<file path="src/wgf_pkg.sv">
// ----------------------------------------------------------------------------
// wgf_pkg
// Shared types and constants for the streaming 3x3 grey-level filter.
// ----------------------------------------------------------------------------
package wgf_pkg;

  // Field widths of the item and register formats.
  localparam int PIX_W      = 8;
  localparam int FW_W       = 12;
  localparam int FH_W       = 16;
  localparam int CFG_IDX_W  = 2;
  localparam int CFG_DATA_W = 16;

  // Default line store depth.
  localparam int MAX_WIDTH_DEF = 2048;

  // Kernel sums fit in 12 bits: 9 * 255 for the box, 16 * 255 for the Gaussian.
  localparam int SUM_W = 12;

  // Division by nine as a multiply by ceil(2^16 / 9) and a shift by 16.
  // This is exact for every sum up to 9 * 255.
  localparam int            RECIP_W  = 13;
  localparam int            RECIP_SH = 16;
  localparam logic [12:0]   RECIP9   = 13'd7282;

  // Depth of the job queue between front and back. Must be a power of two.
  localparam int QUEUE_DEPTH = 4;

  // Register indexes on the configuration port.
  localparam logic [CFG_IDX_W-1:0] CFG_IDX_MODE   = 2'd0;
  localparam logic [CFG_IDX_W-1:0] CFG_IDX_WIDTH  = 2'd1;
  localparam logic [CFG_IDX_W-1:0] CFG_IDX_HEIGHT = 2'd2;

  // Filter selection. The fourth code passes the centre pixel through.
  typedef enum logic [1:0] {
    MODE_BOX     = 2'd0,
    MODE_GAUSS   = 2'd1,
    MODE_LAPLACE = 2'd2,
    MODE_PASS    = 2'd3
  } filter_mode_t;

  // One job handed from the front to the back. The line store address
  // travels next to it, since its width follows the depth parameter.
  typedef struct packed {
    logic [PIX_W-1:0] px;      // pixel shifted into the window
    logic             emit;    // this job releases one result
    logic             border;  // released result lies on the frame border
    logic             last;    // released result is the last of the frame
  } job_t;

  // Front status, watched by the top level checks.
  typedef struct packed {
    logic [FW_W-1:0] pending;  // items taken whose result is still owed
    logic [FW_W-1:0] width;    // effective row width
  } front_stat_t;

endpackage

</file>
<file path="src/wgf_queue.sv">
// ----------------------------------------------------------------------------
// wgf_queue
// Short job queue that decouples the front end from the filter pipeline.
// ----------------------------------------------------------------------------
module wgf_queue #(
  parameter int AW = 11
) (
  input  logic          clk,
  input  logic          rst_n,
  input  logic          push,
  input  wgf_pkg::job_t push_job,
  input  logic [AW-1:0] push_addr,
  output logic          full,
  input  logic          pop,
  output logic          head_valid,
  output wgf_pkg::job_t head_job,
  output logic [AW-1:0] head_addr
);
  import wgf_pkg::*;

  localparam int PW = $clog2(QUEUE_DEPTH);

  job_t          job_r  [QUEUE_DEPTH];
  logic [AW-1:0] addr_r [QUEUE_DEPTH];
  logic [PW-1:0] wr_ptr_r, rd_ptr_r;
  logic [PW:0]   count_r, count_nxt;
  logic          do_push, do_pop;

  assign full       = (count_r == (PW+1)'(QUEUE_DEPTH));
  assign head_valid = (count_r != '0);
  assign do_push    = push && !full;
  assign do_pop     = pop && head_valid;
  assign head_job   = job_r[rd_ptr_r];
  assign head_addr  = addr_r[rd_ptr_r];

  // Occupancy.
  always_comb begin
    count_nxt = count_r;
    if (do_push && !do_pop) begin
      count_nxt = count_r + (PW+1)'(1);
    end else if (do_pop && !do_push) begin
      count_nxt = count_r - (PW+1)'(1);
    end
  end

  // Pointers.
  always_ff @(posedge clk) begin
    if (!rst_n) begin
      wr_ptr_r <= '0;
      rd_ptr_r <= '0;
      count_r  <= '0;
    end else begin
      count_r <= count_nxt;
      if (do_push) wr_ptr_r <= wr_ptr_r + PW'(1);
      if (do_pop)  rd_ptr_r <= rd_ptr_r + PW'(1);
    end
  end

  // Entry storage.
  always_ff @(posedge clk) begin
    if (do_push) begin
      job_r[wr_ptr_r]  <= push_job;
      addr_r[wr_ptr_r] <= push_addr;
    end
  end

endmodule

</file>
<file path="config.mk">
export PLATFORM = sky130hd
export DESIGN_NAME = wgf_queue
export DESIGN_NICKNAME = d
export VERILOG_FILES = /design/src/wgf_pkg.sv /design/src/wgf_queue.sv
export SDC_FILE = /design/constraint.sdc
export NUM_CORES = 1
export LEC_CHECK = 0
export BUFFER_PORTS_ARGS = -buffer_cell sky130_fd_sc_hd__buf_2
export CORE_AREA = 2 2 114 116
export CTS_CLUSTER_SIZE = 25
export DETAILED_ROUTE_END_ITERATION = 10
export DIE_AREA = 0 0 116 118
export PLACE_DENSITY_LB_ADDON = 0.25
export SLEW_MARGIN = 20
export SYNTH_ARGS = -nofsm -noshare
export SYNTH_HDL_FRONTEND = slang
export SYNTH_SLANG_ARGS = --single-unit
</file>
<file path="constraint.sdc">
create_clock -name clk -period 2.4 [get_ports clk]
set_clock_uncertainty 0.1 [all_clocks]
set_input_delay 0.48 -clock clk [delete_from_list [all_inputs] [get_ports clk]]
set_output_delay 0.48 -clock clk [all_outputs]
set_load 0.05 [all_outputs]
</file>
==> results of run 1 <==
## worst max path at each step
stage	to	slack, ns	cells past startpoint
final	head_job[0]	0.11	3
after global routing	head_job[0]	0.01	3
after CTS	head_addr[10]	0.04	3
after detailed placement	count_r[2]$_SDFFE_PN0P_	0.21	7
after global placement	count_r[2]$_SDFFE_PN0P_	0.30	7
after floorplan	count_r[2]$_SDFFE_PN0P_	0.13	9
## flip-flops by register name, indices dropped and copies added (netlist names), named ones only
name,cells
addr_r,44
count_r,3
rd_ptr_r,2
job_r,44
wr_ptr_r,2
## metal layers
layer  vias to the layer above  track usage  share of wire
met1                       841        0.126           0.44
met4                         0       0.0335          0.010
met3                         7       0.0443          0.053
li1                        779            -              -
met2                        41        0.160           0.49
met5                         -            0              0
## what timing repair did
item                       4_1_cts  5_1_grt
setup endpoints to repair        0        2
gates resized for setup          0        1
buffers inserted                 0        0
hold endpoints to repair         0        0
## critical path: cells and delay by family (launching register included)
kind                   cells  cell delay [ns]
buffers and inverters      2             0.47
DFF                        1             0.33
muxes                      1             0.57
## power by group through the flow
stage / sequential, W / combinational, W / clock [W]
after floorplan: 0.00217 / 0.00137 / 0
after global placement: 0.00217 / 0.00175 / 0
after detailed placement: 0.00218 / 0.00176 / 0
after CTS: 0.00215 / 0.00176 / 0.00152
after global routing: 0.00217 / 0.00184 / 0.00158
final: 0.00215 / 0.00172 / 0.00147
## Yosys cell counts
cell and number:
or3_2 1, buf_6 3, a21boi_1 1, mux4_2 22
buf_2 2, edfxtp_1 88, o311ai_1 1, or3_1 1
and2_1 8, fa_1 1, clkbuf_1 1, o31ai_2 1
nor2b_1 2, dfxtp_1 9, mux2i_1 3, inv_1 3
nor3b_2 1, xor2_1 1, xnor2_1 3, ha_1 5
nand2_1 4, o21ai_0 1
## area by class of cell
cell class,instances,area (sq um),share of cell area
multi-input combinational,56,787,0.176
inverter,3,11.3,0.00253
clock inverter,3,65.1,0.0146
clock buffer,13,240,0.0539
tap,172,215,0.0483
sequential,97,2820,0.633
timing repair buffer,58,317,0.0710
## logic make-up (layout without fill, tap and decap cells)
| family | count (synthesis) | count (layout) | share of synthesized area |
|---|---|---|---|
| simple gates | 17 | 17 | 0.0284 |
| xor+xnor | 4 | 4 | 0.00957 |
| flops | 97 | 97 | 0.771 |
| buf+inv | 9 | 77 | 0.0161 |
| mux | 25 | 25 | 0.143 |
| fa+ha+maj | 6 | 6 | 0.0225 |
| compound gates | 4 | 4 | 0.00922 |
## cell usage in the layout, fill, tap and decap left out, types with 3 or more instances in the layout
cell	netlist	final
clkbuf_1	1	4
nand2_1	4	4
and2_1	8	8
edfxtp_1	88	88
buf_4	0	8
clkbuf_16	0	9
mux2i_1	3	3
mux4_2	22	22
xnor2_1	3	3
buf_2	2	49
inv_1	3	3
ha_1	5	5
dfxtp_1	9	8
## through the flow
step	util	hold WS, ns
global route	0.359	0.249
finish	0.359	0.258
global placement	0.334	0.392
CTS	0.359	0.243
detailed placement	0.334	0.394
floorplan	-	0.368
==> impl_metrics.py, run 1 <==
metrics = {
    "min_path": {
        "hold_path.startpoint": "push_job[2]",
        "worstHoldPathCells": 1,
        "min_to": "job_r[1][2]$_DFFE_PP_",
        "hold_class": "primary input to register",
    },
    "floorplanning": {
        "fp.dieH_um": 118,
        "dieArea_sq_um": 13700,
        "io_pins": 50,
        "rows": 41,
        "die_w_um": 116,
        "fp.coreArea_sq_um": 12400,
        "initial_core_util": 0.295,
    },
    "outcome": {
        "outcome": "finished clean",
    },
    "timing": {
        "fin_setup_tns_ns": 0,
        "rsz0062_at_grt": "false",
        "period_minus_slack_ns": 2.29,
        "relSlewSlack": 0.755,
        "finalCritPeriodShare": 0.956,
        "finalSetupViolations": 0,
        "tightest_slew_ns": 0.368,
        "hold_viol_final": 0,
        "max_freq_ghz": 0.436,
        "maxSlewViolCount": 0,
        "layout_setup_ws_ns": 0.105,
    },
    "global_route": {
        "grt_util_all_layers": 0.102,
        "grt_pass1_vias": 1814,
        "grt_overflow_total": 0,
        "grt_pass1_wl_um": 9940,
        "grt_max_degree": 23,
        "antenna_found_initial": 0,
    },
    "drt": {
        "vias": 1668,
        "wl_per_cell_um": 16.0,
        "via_per_inst": 4.15,
        "drtIter0Drc": 172,
        "drt-pass1-iter-count": 4,
        "drc_errors": 0,
        "postRouteAntennaNets": 0,
        "drt-total-wl_um": 6430,
    },
    "pwr": {
        "total_power_w": 0.00534,
        "p_comb_frac": 0.323,
        "p_int_w": 0.00355,
        "powerDensity_nw_per_um2": 1200,
        "ir_drop_uv": 659,
        "clkPwrFrac": 0.275,
        "leakagePower_nw": 1.52,
        "power.switching_w": 0.00179,
        "sw_frac_of_total": 0.335,
        "power_frac_seq": 0.402,
    },
    "worst_setup_path": {
        "critPathMaxFanout": 10,
        "cp_slowest_cell": "mux4_2",
        "crit_arrival_ns": 1.71,
        "crit_path_start_kind": "register",
        "crit_path_end_kind": "primary output",
        "reg2reg_slack_ns": 0.23,
        "worstPathRequired_ns": 1.82,
        "path_cells": "buf_4 > mux4_2 > buf_2",
        "worstReg2RegEnd": "count_r[2]$_SDFFE_PN0P_",
        "max_stage_delay_ns": 0.57,
        "crit_type": "register to primary output",
        "worst-r2r-cell-count": 7,
        "worstReg2RegStart": "count_r[1]$_SDFFE_PN0P_",
    },
    "synthesis": {
        "ys_seq_area_frac": 0.771,
        "yosys.area.top_type_share": 0.722,
        "synth_area_leaders": "edfxtp_1, mux4_2, dfxtp_1",
        "yosys.cell_types.count": 22,
        "synth_largest_area_cell": "edfxtp_1",
        "synth_warnings": 0,
        "syn_nets": 194,
        "postSynthCellCount": 162,
        "avgSynthCellArea_sq_um": 22.6,
        "synth_seq_cells": 97,
        "syn-cell-area_sq_um": 3660,
    },
    "clocking": {
        "cts.clk_slew.worst_paths_ns": 0.06,
        "cts_tree": "built",
        "cts_hold_buf": 0,
        "cts_max_level": 3,
        "insertion_delay_ns": 0.33,
        "clk_path_buf_depth": 2,
        "cts_buffers": 9,
        "cts_sinks": 97,
        "cts-root-buf": "clkbuf_16",
    },
    "finish": {
        "final_cells": 402,
        "fin_area_sq_um": 4460,
        "area_growth_syn_to_layout_pct": 21.8,
        "fill_cells": 1217,
        "n_antenna_cell": 0,
        "final_nets": 257,
        "drive_above_1_share": 0.417,
    },
    "place": {
        "port_buffers": 49,
        "dp_slack_ns": 0.212,
        "placedCellCount": 386,
        "dp_hpwl_um": 3980,
        "place_congestion": 0.668,
        "placed_cell_area_sq_um": 4150,
    },
    "flow_run": {
        "cap_violations": 0,
    },
}
Note: power is estimated with default switching activity, not from simulation.
==> inputs of run 2 (changes only) <==
- BUFFER_PORTS_ARGS: -buffer_cell sky130_fd_sc_hd__buf_2 -> -buffer_cell sky130_fd_sc_hd__buf_4
==> impl_metrics.py, run 2 (same netlist as run 1, synthesis figures left out) <==
metrics = {
    "place": {
        "place_congestion": 0.679,
        "placedCellCount": 386,
        "dp_hpwl_um": 3900,
        "port_buffers": 49,
    },
    "pwr": {
        "p_comb_frac": 0.340,
        "powerDensity_nw_per_um2": 1200,
        "clkPwrFrac": 0.270,
        "leakagePower_nw": 1.56,
        "power_frac_seq": 0.390,
        "total_power_w": 0.00550,
        "sw_frac_of_total": 0.329,
        "power.switching_w": 0.00181,
        "ir_drop_uv": 739,
        "p_int_w": 0.00369,
    },
    "finish": {
        "final_cell_mix": "edfxtp_1, buf_4, mux4_2",
        "final_cells": 402,
        "fill_cells": 1186,
        "area_growth_syn_to_layout_pct": 25.4,
        "final_nets": 257,
        "drive_above_1_share": 0.417,
        "top_regs": "addr_r x44, job_r x44, count_r x3",
        "final_common_cell": "edfxtp_1",
        "n_antenna_cell": 0,
    },
    "drt": {
        "via_per_inst": 4.15,
        "drc_errors": 0,
        "postRouteAntennaNets": 0,
        "drtIter0Drc": 108,
        "wl_per_cell_um": 15.8,
        "drt-total-wl_um": 6340,
        "drt-pass1-iter-count": 4,
        "vias": 1668,
    },
    "floorplanning": {
        "io_pins": 50,
        "initial_core_util": 0.295,
        "fp.dieH_um": 118,
        "fp.coreArea_sq_um": 12400,
        "dieArea_sq_um": 13700,
        "die_w_um": 116,
        "rows": 41,
    },
    "clocking": {
        "cts_buffers": 9,
        "cts.clk_slew.worst_paths_ns": 0.06,
        "cts_resized": 0,
        "clk_path_buf_depth": 2,
        "cts_sinks": 97,
        "insertion_delay_ns": 0.34,
        "cts_tree": "built",
        "cts_hold_buf": 0,
        "cts_max_level": 3,
        "post_cts_buffers": 0,
        "cts-root-buf": "clkbuf_16",
    },
    "global_route": {
        "antenna_found_initial": 0,
        "grt_max_degree": 23,
        "grt_overflow_total": 0,
        "grt_util_all_layers": 0.0999,
        "grt_pass1_vias": 1812,
        "grt_pass1_wl_um": 9750,
    },
    "timing": {
        "rsz0062_at_grt": "false",
        "finalCritPeriodShare": 0.927,
        "fin_setup_tns_ns": 0,
        "finalSetupViolations": 0,
        "relSlewSlack": 0.770,
        "maxSlewViolCount": 0,
        "period_minus_slack_ns": 2.23,
        "tightest_slew_ns": 0.340,
        "max_freq_ghz": 0.449,
        "hold_viol_final": 0,
    },
    "min_path": {
        "hold_class": "primary input to register",
    },
    "worst_setup_path": {
        "crit_path_start_kind": "register",
        "worstReg2RegEnd": "count_r[2]$_SDFFE_PN0P_",
        "reg2reg_slack_ns": 0.22,
        "crit_path_end_kind": "primary output",
        "worst-r2r-cell-count": 8,
        "worstPathRequired_ns": 1.82,
        "crit_type": "register to primary output",
        "worstReg2RegStart": "count_r[0]$_SDFFE_PN0P_",
        "crit_arrival_ns": 1.65,
        "crit_end": "head_addr[10]",
        "critPathMaxFanout": 7,
    },
    "flow_run": {
        "cap_violations": 0,
    },
    "outcome": {
        "outcome": "finished clean",
    },
}
run 2: final cells by class:
cell class / instances / area [sq um] / share of cell area
Multi-Input combinational cell: 56 / 787 / 0.171
Sequential cell: 97 / 2820 / 0.615
Clock inverter: 3 / 67.6 / 0.0147
Clock buffer: 13 / 240 / 0.0523
Inverter: 3 / 11.3 / 0.00245
Timing Repair Buffer: 58 / 448 / 0.0975
Tap cell: 172 / 215 / 0.0469
run 2: per-layer routing:
metal  part of all wire  global-route usage  vias to the layer above
li1                   -                   -                      780
met1               0.43               0.123                      838
met2               0.50               0.158                       42
met3              0.052              0.0376                        8
met4              0.018              0.0402                        0
met5                  0                   0                        -
run 2: critical path, cell delays in order (launching register included):
cell,delay (ns)
dfxtp_2,0.35
buf_4,0.20
mux4_2,0.54
buf_4,0.21
run 2: metrics by stage:
step           instance area (sq um)   util  hold WS, ns  setup slack [ns]
2_1_floorplan                   3670      -        0.368             0.134
3_3_place_gp                    4290  0.345        0.390             0.296
6_report                        4590  0.370        0.240             0.175
4_1_cts                         4590  0.370        0.232             0.123
3_5_place_dp                    4290  0.345        0.395             0.217
5_1_grt                         4590  0.370        0.230            0.0613
run 2: worst min-delay path by stage:
stage,start,end,slack [ns],cells past startpoint
6_report,push_job[2],job_r[0][2]$_DFFE_PP_,0.24,1
3_5_place_dp,wr_ptr_r[0]$_SDFFE_PN0P_,wr_ptr_r[0]$_SDFFE_PN0P_,0.40,2
3_3_place_gp,wr_ptr_r[0]$_SDFFE_PN0P_,wr_ptr_r[0]$_SDFFE_PN0P_,0.39,2
2_1_floorplan,wr_ptr_r[1]$_SDFFE_PN0P_,wr_ptr_r[1]$_SDFFE_PN0P_,0.37,2
4_1_cts,push_job[0],job_r[2][0]$_DFFE_PP_,0.23,1
5_1_grt,push_job[4],job_r[1][4]$_DFFE_PP_,0.23,1
run 2: power by group through the flow:
| stage | combinational, W | sequential (W) | clock [W] |
|---|---|---|---|
| 2_1_floorplan | 0.00137 | 0.00217 | 0 |
| 3_3_place_gp | 0.00190 | 0.00218 | 0 |
| 3_5_place_dp | 0.00191 | 0.00219 | 0 |
| 4_1_cts | 0.00191 | 0.00215 | 0.00152 |
| 5_1_grt | 0.00199 | 0.00217 | 0.00160 |
| 6_report | 0.00187 | 0.00215 | 0.00148 |
