<file path="src/wgf_pkg.sv">
// ----------------------------------------------------------------------------
// wgf_pkg
// Shared types and constants for the streaming 3x3 grey-level filter.
// ----------------------------------------------------------------------------
package wgf_pkg;

  // Field widths of the item and register formats.
  localparam int PIX_W      = 8;
  localparam int FW_W       = 12;
  localparam int FH_W       = 16;
  localparam int CFG_IDX_W  = 2;
  localparam int CFG_DATA_W = 16;

  // Default line store depth.
  localparam int MAX_WIDTH_DEF = 2048;

  // Kernel sums fit in 12 bits: 9 * 255 for the box, 16 * 255 for the Gaussian.
  localparam int SUM_W = 12;

  // Division by nine as a multiply by ceil(2^16 / 9) and a shift by 16.
  // This is exact for every sum up to 9 * 255.
  localparam int            RECIP_W  = 13;
  localparam int            RECIP_SH = 16;
  localparam logic [12:0]   RECIP9   = 13'd7282;

  // Depth of the job queue between front and back. Must be a power of two.
  localparam int QUEUE_DEPTH = 4;

  // Register indexes on the configuration port.
  localparam logic [CFG_IDX_W-1:0] CFG_IDX_MODE   = 2'd0;
  localparam logic [CFG_IDX_W-1:0] CFG_IDX_WIDTH  = 2'd1;
  localparam logic [CFG_IDX_W-1:0] CFG_IDX_HEIGHT = 2'd2;

  // Filter selection. The fourth code passes the centre pixel through.
  typedef enum logic [1:0] {
    MODE_BOX     = 2'd0,
    MODE_GAUSS   = 2'd1,
    MODE_LAPLACE = 2'd2,
    MODE_PASS    = 2'd3
  } filter_mode_t;

  // One job handed from the front to the back. The line store address
  // travels next to it, since its width follows the depth parameter.
  typedef struct packed {
    logic [PIX_W-1:0] px;      // pixel shifted into the window
    logic             emit;    // this job releases one result
    logic             border;  // released result lies on the frame border
    logic             last;    // released result is the last of the frame
  } job_t;

  // Front status, watched by the top level checks.
  typedef struct packed {
    logic [FW_W-1:0] pending;  // items taken whose result is still owed
    logic [FW_W-1:0] width;    // effective row width
  } front_stat_t;

endpackage

</file>
<file path="src/wgf_if.sv">
// ----------------------------------------------------------------------------
// wgf_if
// Valid/ready channels of the 3x3 filter: pixel input, result output and
// register writes.
// ----------------------------------------------------------------------------

// Pixel or flush item going into the filter.
interface wgf_in_if;
  logic                      valid;
  logic                      ready;
  logic                      kind;
  logic [wgf_pkg::PIX_W-1:0] pixel_in;

  modport source (output valid, output kind, output pixel_in, input ready);
  modport sink   (input valid, input kind, input pixel_in, output ready);
endinterface


// Register write channel.
interface wgf_cfg_if;
  logic                           valid;
  logic                           ready;
  logic [wgf_pkg::CFG_IDX_W-1:0]  index;
  logic [wgf_pkg::CFG_DATA_W-1:0] data;

  modport source (output valid, output index, output data, input ready);
  modport sink   (input valid, input index, input data, output ready);
endinterface

</file>
<file path="src/wgf_front.sv">
// ----------------------------------------------------------------------------
// wgf_front
// Accepts items, holds the registers and frame counters, and turns each item
// into a job for the back end: pixel or zero to shift in, plus the border and
// last flags of the result it releases.
// ----------------------------------------------------------------------------
module wgf_front #(
  parameter int MAX_WIDTH = wgf_pkg::MAX_WIDTH_DEF
) (
  input  logic                         clk,
  input  logic                         rst_n,
  wgf_in_if.sink                       in_ch,
  wgf_cfg_if.sink                      cfg_ch,
  input  logic                         q_full,
  output logic                         push,
  output wgf_pkg::job_t                push_job,
  output logic [$clog2(MAX_WIDTH)-1:0] push_addr,
  output wgf_pkg::filter_mode_t        mode,
  output wgf_pkg::front_stat_t         stat
);
  import wgf_pkg::*;

  localparam int AW = $clog2(MAX_WIDTH);
  localparam int CW = ((AW > FW_W) ? AW : FW_W) + 1;

  filter_mode_t    mode_r;
  logic [FW_W-1:0] fw_r;
  logic [FH_W-1:0] fh_r;
  logic [AW-1:0]   col_r, col_nxt;
  logic [FW_W-1:0] ocol_r, ocol_nxt;
  logic [FH_W-1:0] row_r, row_nxt;
  logic [FW_W-1:0] pend_r, pend_nxt;

  logic [FW_W-1:0] w_eff;
  logic [FH_W-1:0] h_eff;
  logic [CW-1:0]   col_inc;
  logic [FW_W:0]   ocol_inc;
  logic [FH_W:0]   row_inc;
  logic            accept, live, emit, cfg_wr, geom_wr;

  // Effective geometry: zero acts as one, widths past the stores are clipped.
  always_comb begin
    if (fw_r == '0) begin
      w_eff = FW_W'(1);
    end else if ({20'd0, fw_r} > 32'(MAX_WIDTH)) begin
      w_eff = FW_W'(MAX_WIDTH);
    end else begin
      w_eff = fw_r;
    end
    h_eff = (fh_r == '0) ? FH_W'(1) : fh_r;
  end

  // Handshake and classification. A flush with nothing owed is dropped.
  assign in_ch.ready  = !q_full;
  assign cfg_ch.ready = 1'b1;
  assign accept = in_ch.valid && in_ch.ready;
  assign live   = in_ch.kind ? (pend_r != '0) : 1'b1;
  assign emit   = in_ch.kind ? 1'b1 : (pend_r >= w_eff);
  assign push   = accept && live;
  assign cfg_wr  = cfg_ch.valid && cfg_ch.ready;
  assign geom_wr = cfg_wr && (cfg_ch.index == CFG_IDX_WIDTH ||
                              cfg_ch.index == CFG_IDX_HEIGHT);

  // Job fields for the back end.
  always_comb begin
    push_job.px     = in_ch.kind ? '0 : in_ch.pixel_in;
    push_job.emit   = emit;
    push_job.border = (row_r == '0) || (row_r >= h_eff - FH_W'(1)) ||
                      (ocol_r == '0) || (ocol_r >= w_eff - FW_W'(1));
    push_job.last   = (row_r >= h_eff - FH_W'(1)) && (ocol_r >= w_eff - FW_W'(1));
    push_addr       = col_r;
  end

  // Counter updates: line store address, output position and owed results.
  always_comb begin
    col_inc  = CW'(col_r) + CW'(1);
    ocol_inc = {1'b0, ocol_r} + (FW_W+1)'(1);
    row_inc  = {1'b0, row_r} + (FH_W+1)'(1);
    col_nxt  = col_r;
    ocol_nxt = ocol_r;
    row_nxt  = row_r;
    pend_nxt = pend_r;
    if (geom_wr) begin
      col_nxt  = '0;
      ocol_nxt = '0;
      row_nxt  = '0;
      pend_nxt = '0;
    end else if (push) begin
      col_nxt = (col_inc >= CW'(w_eff)) ? '0 : col_inc[AW-1:0];
      if (emit) begin
        if (ocol_inc >= {1'b0, w_eff}) begin
          ocol_nxt = '0;
          row_nxt  = (row_inc >= {1'b0, h_eff}) ? '0 : row_inc[FH_W-1:0];
        end else begin
          ocol_nxt = ocol_inc[FW_W-1:0];
        end
      end
      if (in_ch.kind) begin
        pend_nxt = pend_r - FW_W'(1);
      end else if (!emit) begin
        pend_nxt = pend_r + FW_W'(1);
      end
    end
  end

  // Registers and counters.
  always_ff @(posedge clk) begin
    if (!rst_n) begin
      mode_r <= MODE_BOX;
      fw_r   <= FW_W'(640);
      fh_r   <= FH_W'(480);
      col_r  <= '0;
      ocol_r <= '0;
      row_r  <= '0;
      pend_r <= '0;
    end else begin
      col_r  <= col_nxt;
      ocol_r <= ocol_nxt;
      row_r  <= row_nxt;
      pend_r <= pend_nxt;
      if (cfg_wr) begin
        unique case (cfg_ch.index)
          CFG_IDX_MODE:   mode_r <= filter_mode_t'(cfg_ch.data[1:0]);
          CFG_IDX_WIDTH:  fw_r   <= cfg_ch.data[FW_W-1:0];
          CFG_IDX_HEIGHT: fh_r   <= cfg_ch.data;
          default: ;
        endcase
      end
    end
  end

  assign mode         = mode_r;
  assign stat.pending = pend_r;
  assign stat.width   = w_eff;

endmodule

</file>
<file path="src/flat_wrapper.sv">
// flat-port wrapper written by rule: the top's interface ports become plain ports
module wgf_front_flat import wgf_pkg::*;
#(
  parameter int MAX_WIDTH = wgf_pkg::MAX_WIDTH_DEF
)
  (clk, rst_n, q_full, push, push_job, push_addr, mode, stat, in_ch_valid, in_ch_kind, in_ch_pixel_in, in_ch_ready, cfg_ch_valid, cfg_ch_index, cfg_ch_data, cfg_ch_ready);
  wgf_in_if in_ch_i ();
  wgf_cfg_if cfg_ch_i ();
  input  logic clk;
  input  logic rst_n;
  input  logic q_full;
  output logic push;
  output wgf_pkg::job_t push_job;
  output logic [$clog2(MAX_WIDTH)-1:0] push_addr;
  output wgf_pkg::filter_mode_t mode;
  output wgf_pkg::front_stat_t stat;
  input wire logic [$bits(in_ch_i.valid)-1:0] in_ch_valid;
  input wire logic [$bits(in_ch_i.kind)-1:0] in_ch_kind;
  input wire logic [$bits(in_ch_i.pixel_in)-1:0] in_ch_pixel_in;
  output wire logic [$bits(in_ch_i.ready)-1:0] in_ch_ready;
  input wire logic [$bits(cfg_ch_i.valid)-1:0] cfg_ch_valid;
  input wire logic [$bits(cfg_ch_i.index)-1:0] cfg_ch_index;
  input wire logic [$bits(cfg_ch_i.data)-1:0] cfg_ch_data;
  output wire logic [$bits(cfg_ch_i.ready)-1:0] cfg_ch_ready;
  assign in_ch_i.valid = in_ch_valid;
  assign in_ch_i.kind = in_ch_kind;
  assign in_ch_i.pixel_in = in_ch_pixel_in;
  assign in_ch_ready = in_ch_i.ready;
  assign cfg_ch_i.valid = cfg_ch_valid;
  assign cfg_ch_i.index = cfg_ch_index;
  assign cfg_ch_i.data = cfg_ch_data;
  assign cfg_ch_ready = cfg_ch_i.ready;
  wgf_front #(.MAX_WIDTH(MAX_WIDTH)) u_core (.clk(clk), .rst_n(rst_n), .in_ch(in_ch_i), .cfg_ch(cfg_ch_i), .q_full(q_full), .push(push), .push_job(push_job), .push_addr(push_addr), .mode(mode), .stat(stat));
endmodule
</file>
<file path="config.mk">
export PLATFORM = sky130hd
export DESIGN_NAME = wgf_front_flat
export DESIGN_NICKNAME = d
export VERILOG_FILES = /design/src/wgf_pkg.sv /design/src/wgf_if.sv /design/src/wgf_front.sv /design/src/flat_wrapper.sv
export SDC_FILE = /design/constraint.sdc
export NUM_CORES = 1
export LEC_CHECK = 0
export BUFFER_PORTS_ARGS = -buffer_cell sky130_fd_sc_hd__buf_2
export CORE_MARGIN = 2
export CORE_UTILIZATION = 60
export DETAILED_ROUTE_END_ITERATION = 8
export PLACE_DENSITY = 0.84
export SETUP_SLACK_MARGIN = 0.15
export SLEW_MARGIN = 20
export SYNTH_ARGS = -nofsm -noshare
export SYNTH_HDL_FRONTEND = slang
export SYNTH_SLANG_ARGS = --single-unit
</file>
<file path="constraint.sdc">
create_clock -name clk -period 4.5 [get_ports clk]
set_input_delay 0.675 -clock clk [delete_from_list [all_inputs] [get_ports clk]]
set_output_delay 0.675 -clock clk [all_outputs]
set_load 0.05 [all_outputs]
</file>
==> results.yml, run 1 <==
route:
  drt_iter0_markers: 554
  wl_um: 18200
  drcViolationCount: 0
  wl_per_cell_um: 16.8
  drtPass1Iterations: 6
  vias_per_cell: 6.13
  ant_nets: 0
  vias: 6638
critical_path:
  reg2reg_slack_ns: 0.60
  path_cells: "inv_2 -> nand4_1 -> nor3_2 -> nand2_1 -> nor3b_2 -> nor2_2 -> ha_4 -> nand2_4 -> nor4_2 -> xnor2_1 -> ha_1 -> a21o_1 -> a21oi_2 -> nor2b_1 -> o211ai_1 -> a31oi_1 -> a211oi_2 -> nand4_1 -> buf_6"
  cp-end-kind: "output port"
  cp-endpoint: "push_job[1]"
  slowest_stage: "dfxtp_1"
  worstSetupStartpointType: "flip-flop"
  cpPeakStageDelay_ns: 0.36
  cp_common_cell: "nand4_1"
  required_ns: 3.83
  rr_endpoint: "u_core.ocol_r[0]"
  reg2reg_depth: 12
  crit_fanout: 4
  arrival_ns: 3.56
  r2r_start: "u_core.ocol_r[1]"
  crit_start: "u_core.fh_r[5]"
  critPathKind: "flip-flop to output port"
final_layout:
  syn2layout_area_growth_pct: 13.8
  diodes: 0
  final_common_cell: "nand2_1"
  drive_gt1_frac: 0.164
  fin_nets: 1071
  post-route-util: 0.706
  layout_common_cells: "125 x nand2_1, 99 x ha_1, 80 x buf_2, 78 x dfxtp_1, 52 x nor2_1"
synthesis:
  synth-seq-cells: 81
  synth_ff_type: "dfxtp_1"
  ys_warn_count: 0
  ys_seq_area_frac: 0.239
  syn_area_sq_mm: 0.00679
  syn_avg_cell_area_sq_um: 7.84
  synthArstFlopShare: 0
  synth_enable_flop_cells: 0
  postSynthCellCount: 866
  ys_types: 64
clock_network:
  cts_sinks: 81
  cts_made_buffers: 9
  clk_path_buf_depth: 2
  h-tree-depth: 3
  cts_tree: "yes"
  path_clk_slew_ns: 0.07
  clk_latency_ns: 0.35
  root_buffer: "clkbuf_16"
placement:
  dpl.hpwl_um: 13200
  gp_congestion: 0.951
  io_buffers: 81
power:
  ir_drop_mv: 0.218
  powerDensity_mw_per_mm2: 263
  clkPwrFrac: 0.414
  p_sw_w: 0.000646
  seq_power_share: 0.376
  p_sw_frac: 0.318
  p_comb_frac: 0.210
  internal-power_w: 0.00139
  p_leak_nw: 3.62
timing:
  finalCritPeriodShare: 0.940
  setup_violations: 0
  fmax_mhz: 236
  rsz0062_at_grt: "no"
  fin_skew_ns: 0.00895
  slew_headroom: 0.475
  tightest_slew_ns: 0.784
  hold_viol: 0
  whs_ns: 0.463
  tns_ns: 0
  slew_violations: 0
  post-route-min-period_ns: 4.23
worst_hold_path:
  min_path_cells: 2
  hp-start: "u_core.push_addr[10]"
  min-delay-path-class: "flip-flop to flip-flop"
grt:
  grt_max_degree: 42
  overflow: 0
  grt_antenna_before_repair: 0
  grt_pass1_wl_um: 29200
  grt_pass1_vias: 6050
  track_usage: 0.306
floorplanning:
  core_sq_mm: 0.0109
  die_h_um: 110
  die-area_sq_mm: 0.0122
  initial_utilization: 0.621
  row_count: 38
  die_x_um: 110
  ios: 83
run_status:
  status: "finished, final reports clean"
flow_run:
  drv_cap: 0
[worst min-delay path by stage]
stage                                 to  slack, ns
CTS                 u_core.push_addr[10]       0.48
finish              u_core.push_addr[10]       0.46
detailed placement        u_core.mode[1]       0.46
floorplan                 u_core.fw_r[0]       0.44
global placement    u_core.push_addr[10]       0.44
global route        u_core.push_addr[10]       0.50
[cell families (layout without fill, tap and decap cells)]
kind of cell / Yosys count / in the layout / synth area share
flip-flops: 81 / 81 / 0.239
XOR/XNOR: 61 / 61 / 0.0787
AND/OR/NAND/NOR: 358 / 358 / 0.261
adder cells (fa/ha/maj): 101 / 101 / 0.187
AO/OA/AOI/OAI: 176 / 176 / 0.169
multiplexers: 10 / 10 / 0.0147
buffers and inverters: 78 / 154 / 0.0501
other: 1 / 2 / 0.000553
[area by class of cell]
type                       instances  area (sq um)
clock buffer                       9           225
clock inverter                     7           109
fill                             825          3220
inverter                          46           174
multi-input combinational        708          4920
sequential                        81          1630
tap                              140           175
timing repair buffer              92           494
[state kept, by name (all words and copies together), names as in the netlist]
name	cells
u_core.pend_r	12
u_core.push_addr	11
u_core.fh_r	16
u_core.row_r	16
u_core.ocol_r	12
u_core.mode	2
u_core.fw_r	12
[cells in the mapped netlist, drive strengths merged, types with 5 or more instances]
cell | instances | area, sq um
dfxtp | 81 | 1620
nor2b | 19 | 119
clkbuf | 19 | 71.3
nand2 | 127 | 477
ha | 100 | 1250
a21boi | 25 | 188
nand3 | 48 | 245
nand2b | 5 | 31.3
nor4 | 13 | 96.3
a21o | 16 | 128
o21a | 5 | 37.5
inv | 45 | 169
a21oi | 47 | 235
a211oi | 5 | 50.1
xor2 | 14 | 123
and2 | 5 | 31.3
mux2i | 10 | 100
o211ai | 8 | 65.1
nor3 | 35 | 190
nand4 | 15 | 93.8
or2 | 7 | 43.8
o21ai | 41 | 205
buf | 13 | 96.3
xnor2 | 47 | 412
nor2 | 57 | 233
and3 | 6 | 37.5
a31oi | 6 | 37.5
[metal layers]
layer  share of wire  GRT usage  vias up  routed length [um]
met1            0.45      0.433     3100                8200
met4           0.023      0.112        0                 421
li1                -          -     3202                   -
met5               0          0        -                   0
met2            0.45      0.471      287                8270
met3           0.071     0.0476       49                1300
[power groups by stage]
stage          clock [W]  sequential [W]  combinational, W
6_report        0.000842        0.000764          0.000426
5_1_grt         0.000868        0.000767          0.000464
4_1_cts         0.000836        0.000761          0.000415
3_5_place_dp           0        0.000777          0.000410
3_3_place_gp           0        0.000777          0.000401
2_1_floorplan          0        0.000803          0.000281
[stage by stage]
stage | area, sq um | total power [W] | cells | setup slack (ns)
final | 7720 | 0.00203 | 1083 | 0.270
after global routing | 7720 | 0.00210 | 1083 | 0.0906
after CTS | 7620 | 0.00201 | 1081 | 0.162
after detailed placement | 7260 | 0.00119 | 1063 | 0.270
after global placement | 7260 | 0.00118 | 1063 | 0.347
after floorplan | 6790 | 0.00108 | 867 | 0.188
[worst max-delay path: cells and delay by family (launching register included)]
family | cells | cell delay (ns)
simple gates | 9 | 1.21
compound gates | 5 | 0.86
fa+ha+maj | 2 | 0.38
flops | 1 | 0.36
buf+inv | 2 | 0.27
xor+xnor | 1 | 0.14
[repair_timing]
| item | in CTS | in global routing |
|---|---|---|
| buffers inserted | 2 | 2 |
| pin swaps | 2 | 9 |
| endpoints found under the setup margin | 2 | 2 |
| resized for setup | 5 | 24 |
| hold buffers | 0 | 0 |
(Power assumes the default switching activity.)
==> run 2: changes to the inputs <==
--- a/config.mk
+++ b/config.mk
@@ -7,9 +7,10 @@
 export LEC_CHECK = 0
 export BUFFER_PORTS_ARGS = -buffer_cell sky130_fd_sc_hd__buf_2
 export CORE_MARGIN = 2
-export CORE_UTILIZATION = 60
+export CORE_UTILIZATION = 54
 export DETAILED_ROUTE_END_ITERATION = 8
-export PLACE_DENSITY = 0.84
+export PLACE_DENSITY = 0.8
+export RECOVER_POWER = 50
 export SETUP_SLACK_MARGIN = 0.15
 export SLEW_MARGIN = 20
 export SYNTH_ARGS = -nofsm -noshare
==> constraint.sdc (replaced) <==
create_clock -name clk -period 3.6 [get_ports clk]
set_input_delay 0.54 -clock clk [delete_from_list [all_inputs] [get_ports clk]]
set_output_delay 0.54 -clock clk [all_outputs]
set_load 0.05 [all_outputs]
==> run 2 against run 1 <==
  * Flip-flop and latch count unchanged
  * Largest cell class unchanged
  * Clock skew fell by 0.0010 ns
  * Combinational power grew 37%
  * Critical endpoint unchanged
  * Clock power grew 5.8%
  * Sequential share of layout area decreased by 1.4 points
  * Design area rose by 7.6%
  * First-iteration DRC count down 32%
  * The run now ends with setup timing left
  * Sequential power up 24%
==> results.yml, run 2 (synthesis results as in run 1) <==
placement:
  io_buffers: 81
  gp_congestion: 0.969
  dpl.hpwl_um: 13900
worst_hold_path:
  min-delay-path-class: "input port to flip-flop"
timing:
  fmax_mhz: 255
  finalCritPeriodShare: 1.09
  tns_ns: -0.531
  whs_ns: 0.447
  fin_skew_ns: 0.00791
  setup_ws_ns: -0.316
  rsz0062_at_grt: "yes"
  tightest_slew_ns: 1.09
  setup_violations: 2
  post-route-min-period_ns: 3.92
  hold_viol: 0
  slew_headroom: 0.276
  slew_violations: 0
route:
  drt_iter0_markers: 376
  wl_um: 19000
  drtPass1Iterations: 5
  ant_nets: 0
  wl_per_cell_um: 16.3
  drcViolationCount: 0
  vias: 6811
  vias_per_cell: 5.84
flow_run:
  drv_cap: 0
final_layout:
  post-route-util: 0.683
  fin_nets: 1128
  final_common_cell: "nand2_1"
  layout_common_cells: "120 x nand2_1, 96 x ha_1, 72 x dfxtp_1, 66 x buf_4, 49 x nor2_1"
  diodes: 0
  drive_gt1_frac: 0.212
  syn2layout_area_growth_pct: 22.4
  largestRegisters: "u_core.fh_r (16), u_core.row_r (16)"
grt:
  overflow: 0
  grt_pass1_wl_um: 30400
  grt_max_degree: 42
  track_usage: 0.283
  grt_antenna_before_repair: 0
  grt_pass1_vias: 6338
clock_network:
  path_clk_slew_ns: 0.06
  ctsHoldBuffers: 0
  cts_tree: "yes"
  root_buffer: "clkbuf_16"
  h-tree-depth: 3
  clk_path_buf_depth: 2
  clk_latency_ns: 0.35
  cts_sinks: 81
  cts_made_buffers: 9
floorplanning:
  core_sq_mm: 0.0122
  die_h_um: 116
  die-area_sq_mm: 0.0135
  initial_utilization: 0.558
  die_x_um: 116
  row_count: 40
  ios: 83
critical_path:
  reg2reg_slack_ns: 0.21
  arrival_ns: 3.38
  crit_fanout: 3
  cp-end-kind: "output port"
  critPathKind: "flip-flop to output port"
  worstSetupStartpointType: "flip-flop"
  required_ns: 3.06
power:
  powerDensity_mw_per_mm2: 292
  p_comb_frac: 0.241
  ir_drop_mv: 0.233
  clkPwrFrac: 0.367
  internal-power_w: 0.00166
  p_leak_nw: 3.78
  seq_power_share: 0.392
  p_sw_w: 0.000771
  p_sw_frac: 0.318
  p_total_w: 0.00243
run_status:
  violations: "setup timing"
  status: "complete, but fails checks"
==> run 2: through the flow <==
stage	area (sq um)	worst slack (ns)	instances
floorplan	6850	-0.207	867
global placement	7710	0.0193	1140
detailed placement	7710	-0.0810	1140
CTS	8130	-0.241	1162
global route	8310	-0.455	1167
finish	8310	-0.316	1167
==> run 2: worst max-delay path: stages, from the launching register on <==
cell and delay [ns]:
dfxtp_4 0.35, nor4_4 0.28, a31oi_2 0.14, nor2_4 0.18, inv_2 0.07, ha_4 0.17
nand3_4 0.07, nor2_2 0.06, xnor2_1 0.14, ha_2 0.18, or4_4 0.51, a21oi_2 0.14
o21ai_2 0.07, a221oi_2 0.30, nand4_1 0.19, buf_6 0.19
==> run 2: metal layers <==
| metal | wire length (um) | GRT usage | up-vias |
|---|---|---|---|
| met5 | 0 | 0 | - |
| met4 | 584 | 0.136 | 0 |
| met3 | 1230 | 0.0410 | 47 |
| met2 | 8600 | 0.429 | 256 |
| met1 | 8610 | 0.398 | 3186 |
| li1 | - | - | 3322 |
==> run 2: repair_timing <==
item | CTS | global route
setup endpoints to repair | 3 | 39
pin swaps | 16 | 24
buffers inserted | 7 | 4
gates resized for setup | 22 | 51
cloned | 0 | 1
==> run 2: cell type report <==
type / instances / area (sq um)
inverters: 46 / 178
fillers: 979 / 3850
flip-flops and latches: 81 / 1640
clock buffers: 13 / 270
clock inverters: 2 / 12.5
multi-input cells: 709 / 5110
repair buffers: 148 / 893
well taps: 168 / 210
==> run 2: path summary, 6_finish.rpt <==
check                  startpoint                   end  cells after the start
max reg2reg        u_core.fw_r[8]      u_core.row_r[10]                     18
min               cfg_ch_data[14]       u_core.fh_r[14]                      3
min reg2reg  u_core.push_addr[10]  u_core.push_addr[10]                      2
max                u_core.fw_r[8]           push_job[1]                     15
==> run 2: power by group through the flow <==
stage | Sequential (W) | Combinational [W] | Clock, W
after CTS | 0.000949 | 0.000565 | 0.000897
after global routing | 0.000953 | 0.000636 | 0.000943
after detailed placement | 0.000968 | 0.000549 | 0
after floorplan | 0.00100 | 0.000356 | 0
after global placement | 0.000967 | 0.000539 | 0
final | 0.000951 | 0.000585 | 0.000891
==> run 3: changes to the inputs <==
--- a/config.mk
+++ b/config.mk
@@ -5,11 +5,13 @@
 export SDC_FILE = /design/constraint.sdc
 export NUM_CORES = 1
 export LEC_CHECK = 0
+export ABC_AREA = 1
 export BUFFER_PORTS_ARGS = -buffer_cell sky130_fd_sc_hd__buf_2
+export CAP_MARGIN = 20
 export CORE_MARGIN = 2
-export CORE_UTILIZATION = 54
+export CORE_UTILIZATION = 55
 export DETAILED_ROUTE_END_ITERATION = 8
-export PLACE_DENSITY = 0.8
+export PLACE_DENSITY = 0.81
 export RECOVER_POWER = 50
 export SETUP_SLACK_MARGIN = 0.15
 export SLEW_MARGIN = 20
==> run 3 against run 2 <==
  * The flow still finishes with violations (setup timing)
  * Clock power up 19%
  * Cell count rose by 21%
  * Critical path type unchanged
  * Sequential share of layout area shrank 0.77 points
  * Sequential power up 4.8%
  * Flip-flop and latch count stayed put
  * Design area rose by 5.1%
  * Total power increased by 23%
  * Clock skew decreased by 0.00070 ns
==> results.yml, run 3 <==
critical_path:
  crit_fanout: 5
  slowest_stage: "dfxtp_2"
  reg2reg_slack_ns: 0.38
  critPathKind: "flip-flop to output port"
  arrival_ns: 3.26
  required_ns: 3.06
  rr_endpoint: "u_core.row_r[3]"
  r2r_start: "u_core.fw_r[6]"
  cp_common_cell: "nand2_1"
  path_buf_inv: 2
  reg2reg_depth: 19
  cpPeakStageDelay_ns: 0.38
  worstSetupStartpointType: "flip-flop"
  crit_start: "u_core.fw_r[6]"
  cp-end-kind: "output port"
  critPathTopFamily: "simple AND/OR/NAND/NOR gates"
  path_cells: "inv_1 -> nand3_1 -> nor2_1 -> nand2_2 -> nand2_2 -> nand2_1 -> nand3_2 -> nor2_4 -> nand2_1 -> nand2_1 -> nand2_1 -> ha_1 -> a21oi_1 -> o21ai_1 -> nand2_1 -> nand4_1 -> nor2_1 -> nand4_1 -> buf_6"
worst_hold_path:
  hp-start: "cfg_ch_data[5]"
  min_path_cells: 3
  min_to: "u_core.fh_r[5]"
  min-delay-path-class: "input port to flip-flop"
timing:
  slew_violations: 0
  fmax_mhz: 263
  whs_ns: 0.426
  post-route-min-period_ns: 3.80
  tightest_slew_ns: 1.04
  rsz0062_at_grt: "yes"
  finalCritPeriodShare: 1.05
  tns_ns: -0.223
  setup_ws_ns: -0.198
  fin_skew_ns: 0.00721
  slew_headroom: 0.309
  setup_violations: 2
  hold_viol: 0
clock_network:
  clk_latency_ns: 0.35
  root_buffer: "clkbuf_16"
  path_clk_slew_ns: 0.06
  ctsHoldBuffers: 0
  clk_path_buf_depth: 2
  cts_made_buffers: 9
  cts_sinks: 81
  cts_tree: "yes"
  h-tree-depth: 3
power:
  p_sw_frac: 0.363
  p_leak_nw: 4.47
  powerDensity_mw_per_mm2: 343
  p_comb_frac: 0.314
  internal-power_w: 0.00191
  p_sw_w: 0.00109
  clkPwrFrac: 0.353
  seq_power_share: 0.333
  ir_drop_mv: 0.234
synthesis:
  yosys.area.top_type: "dfxtp_1"
  synth_ff_type: "dfxtp_1"
  syn_avg_cell_area_sq_um: 6.51
  yosys.cell_count.top_type: "nand2_1"
  ys_warn_count: 0
  synth_enable_flop_cells: 0
  yosys.area.top_type_share: 0.221
  synth-seq-cells: 81
  postSynthCellCount: 1126
  synthArstFlopShare: 0
  synth_area_leaders: "dfxtp_1 22%, ha_1 17%, nand2_1 13%"
  ys_seq_area_frac: 0.221
  syn_area_sq_mm: 0.00733
  synth_common_cells: "262 x nand2_1, 157 x inv_1, 142 x nor2_1"
  ys_types: 46
grt:
  grt_antenna_before_repair: 0
  track_usage: 0.273
  grt_pass1_wl_um: 31600
  grt_max_degree: 32
  overflow: 0
  grt_pass1_vias: 6690
final_layout:
  post-route-util: 0.665
  drive_gt1_frac: 0.174
  fin_nets: 1365
  final_common_cell: "nand2_1"
  largestRegisters: "u_core.fh_r (16), u_core.row_r (16)"
  syn2layout_area_growth_pct: 19.1
  diodes: 0
  layout_common_cells: "246 x nand2_1, 145 x inv_1, 125 x nor2_1, 95 x ha_1, 73 x a21oi_1"
  fin_area_sq_mm: 0.00873
  fin_cells: 1413
route:
  drt_iter0_markers: 571
  drtPass1Iterations: 5
  drcViolationCount: 0
  wl_um: 20200
  vias_per_cell: 5.35
  wl_per_cell_um: 14.3
  vias: 7557
  ant_nets: 0
floorplanning:
  die_x_um: 119
  die_h_um: 119
  row_count: 42
  initial_utilization: 0.558
  die-area_sq_mm: 0.0143
  ios: 83
  core_sq_mm: 0.0131
run_status:
  violations: "setup timing"
  status: "complete, but fails checks"
placement:
  place_area_sq_mm: 0.00798
  dp.cells: 1376
  gp_congestion: 0.930
  dpl.hpwl_um: 14800
  io_buffers: 81
flow_run:
  drv_cap: 0
[run 3: cell families after synthesis]
logic type | Yosys count | share of synthesized area
AOI/OAI and AO/OA | 153 | 0.113
and+or+nand+nor | 532 | 0.311
xor gates and xnor gates | 60 | 0.0727
other | 1 | 0.000511
DFF | 81 | 0.221
adders and majority gates | 101 | 0.173
buffers and inverters | 198 | 0.109
[run 3: metal layers]
| metal | GRT usage | routed length (um) | up-vias |
|---|---|---|---|
| met2 | 0.440 | 9250 | 241 |
| li1 | - | - | 3809 |
| met3 | 0.0421 | 1360 | 44 |
| met4 | 0.0956 | 475 | 0 |
| met5 | 0 | 0 | - |
| met1 | 0.371 | 9150 | 3463 |
[run 3: final cells by class]
cell class	count	area (sq um)
Multi-Input combinational cell	849	5210
Fill cell	1141	4410
Sequential cell	81	1650
Timing Repair Buffer	118	657
Inverter	173	657
Clock buffer	11	253
Tap cell	176	220
Clock inverter	5	86.3
[run 3: repair_timing]
action	in CTS	in global routing
gates resized for setup	35	70
pin swaps	18	26
gates cloned	1	0
endpoints found under the setup margin	3	14
setup buffers	9	11
[run 3: metrics by stage]
step / setup slack (ns) / total power (W)
5_1_grt: -0.266 / 0.00314
4_1_cts: -0.0246 / 0.00294
3_3_place_gp: 0.0899 / 0.00184
3_5_place_dp: 0.00499 / 0.00186
2_1_floorplan: 0.169 / 0.00165
6_report: -0.198 / 0.00300
[run 3: power groups by stage]
stage	Sequential, W	Clock (W)	Combinational, W
2_1_floorplan	0.00104	0	0.000606
3_3_place_gp	0.00101	0	0.000828
3_5_place_dp	0.00101	0	0.000846
4_1_cts	0.000992	0.00107	0.000877
5_1_grt	0.00100	0.00110	0.00104
6_report	0.000997	0.00106	0.000941
[run 3: worst max path at each step]
stage,endpoint,depth (start not counted),slack (ns)
6_report,push_job[1],19,-0.20
5_1_grt,push_job[1],19,-0.27
4_1_cts,push_job[0],19,-0.02
3_5_place_dp,push_job[0],24,0.005
3_3_place_gp,push_job[0],24,0.09
2_1_floorplan,push_job[1],20,0.17
[run 3: worst reg2reg max path, cell delays in order (launching register included)]
cell and delay [ns]:
dfxtp_2 0.35, inv_1 0.08, nand3_1 0.09, nor2_1 0.17
nand2_2 0.13, nand2_4 0.11, inv_4 0.06, nor2_4 0.16
inv_1 0.15, ha_1 0.34, nand2_1 0.07, nor2_2 0.14
and2_1 0.15, nand2_1 0.08, nand4_2 0.20, nand2_4 0.20
nor2_4 0.40, nand2_1 0.13, inv_1 0.08, nor2_1 0.04
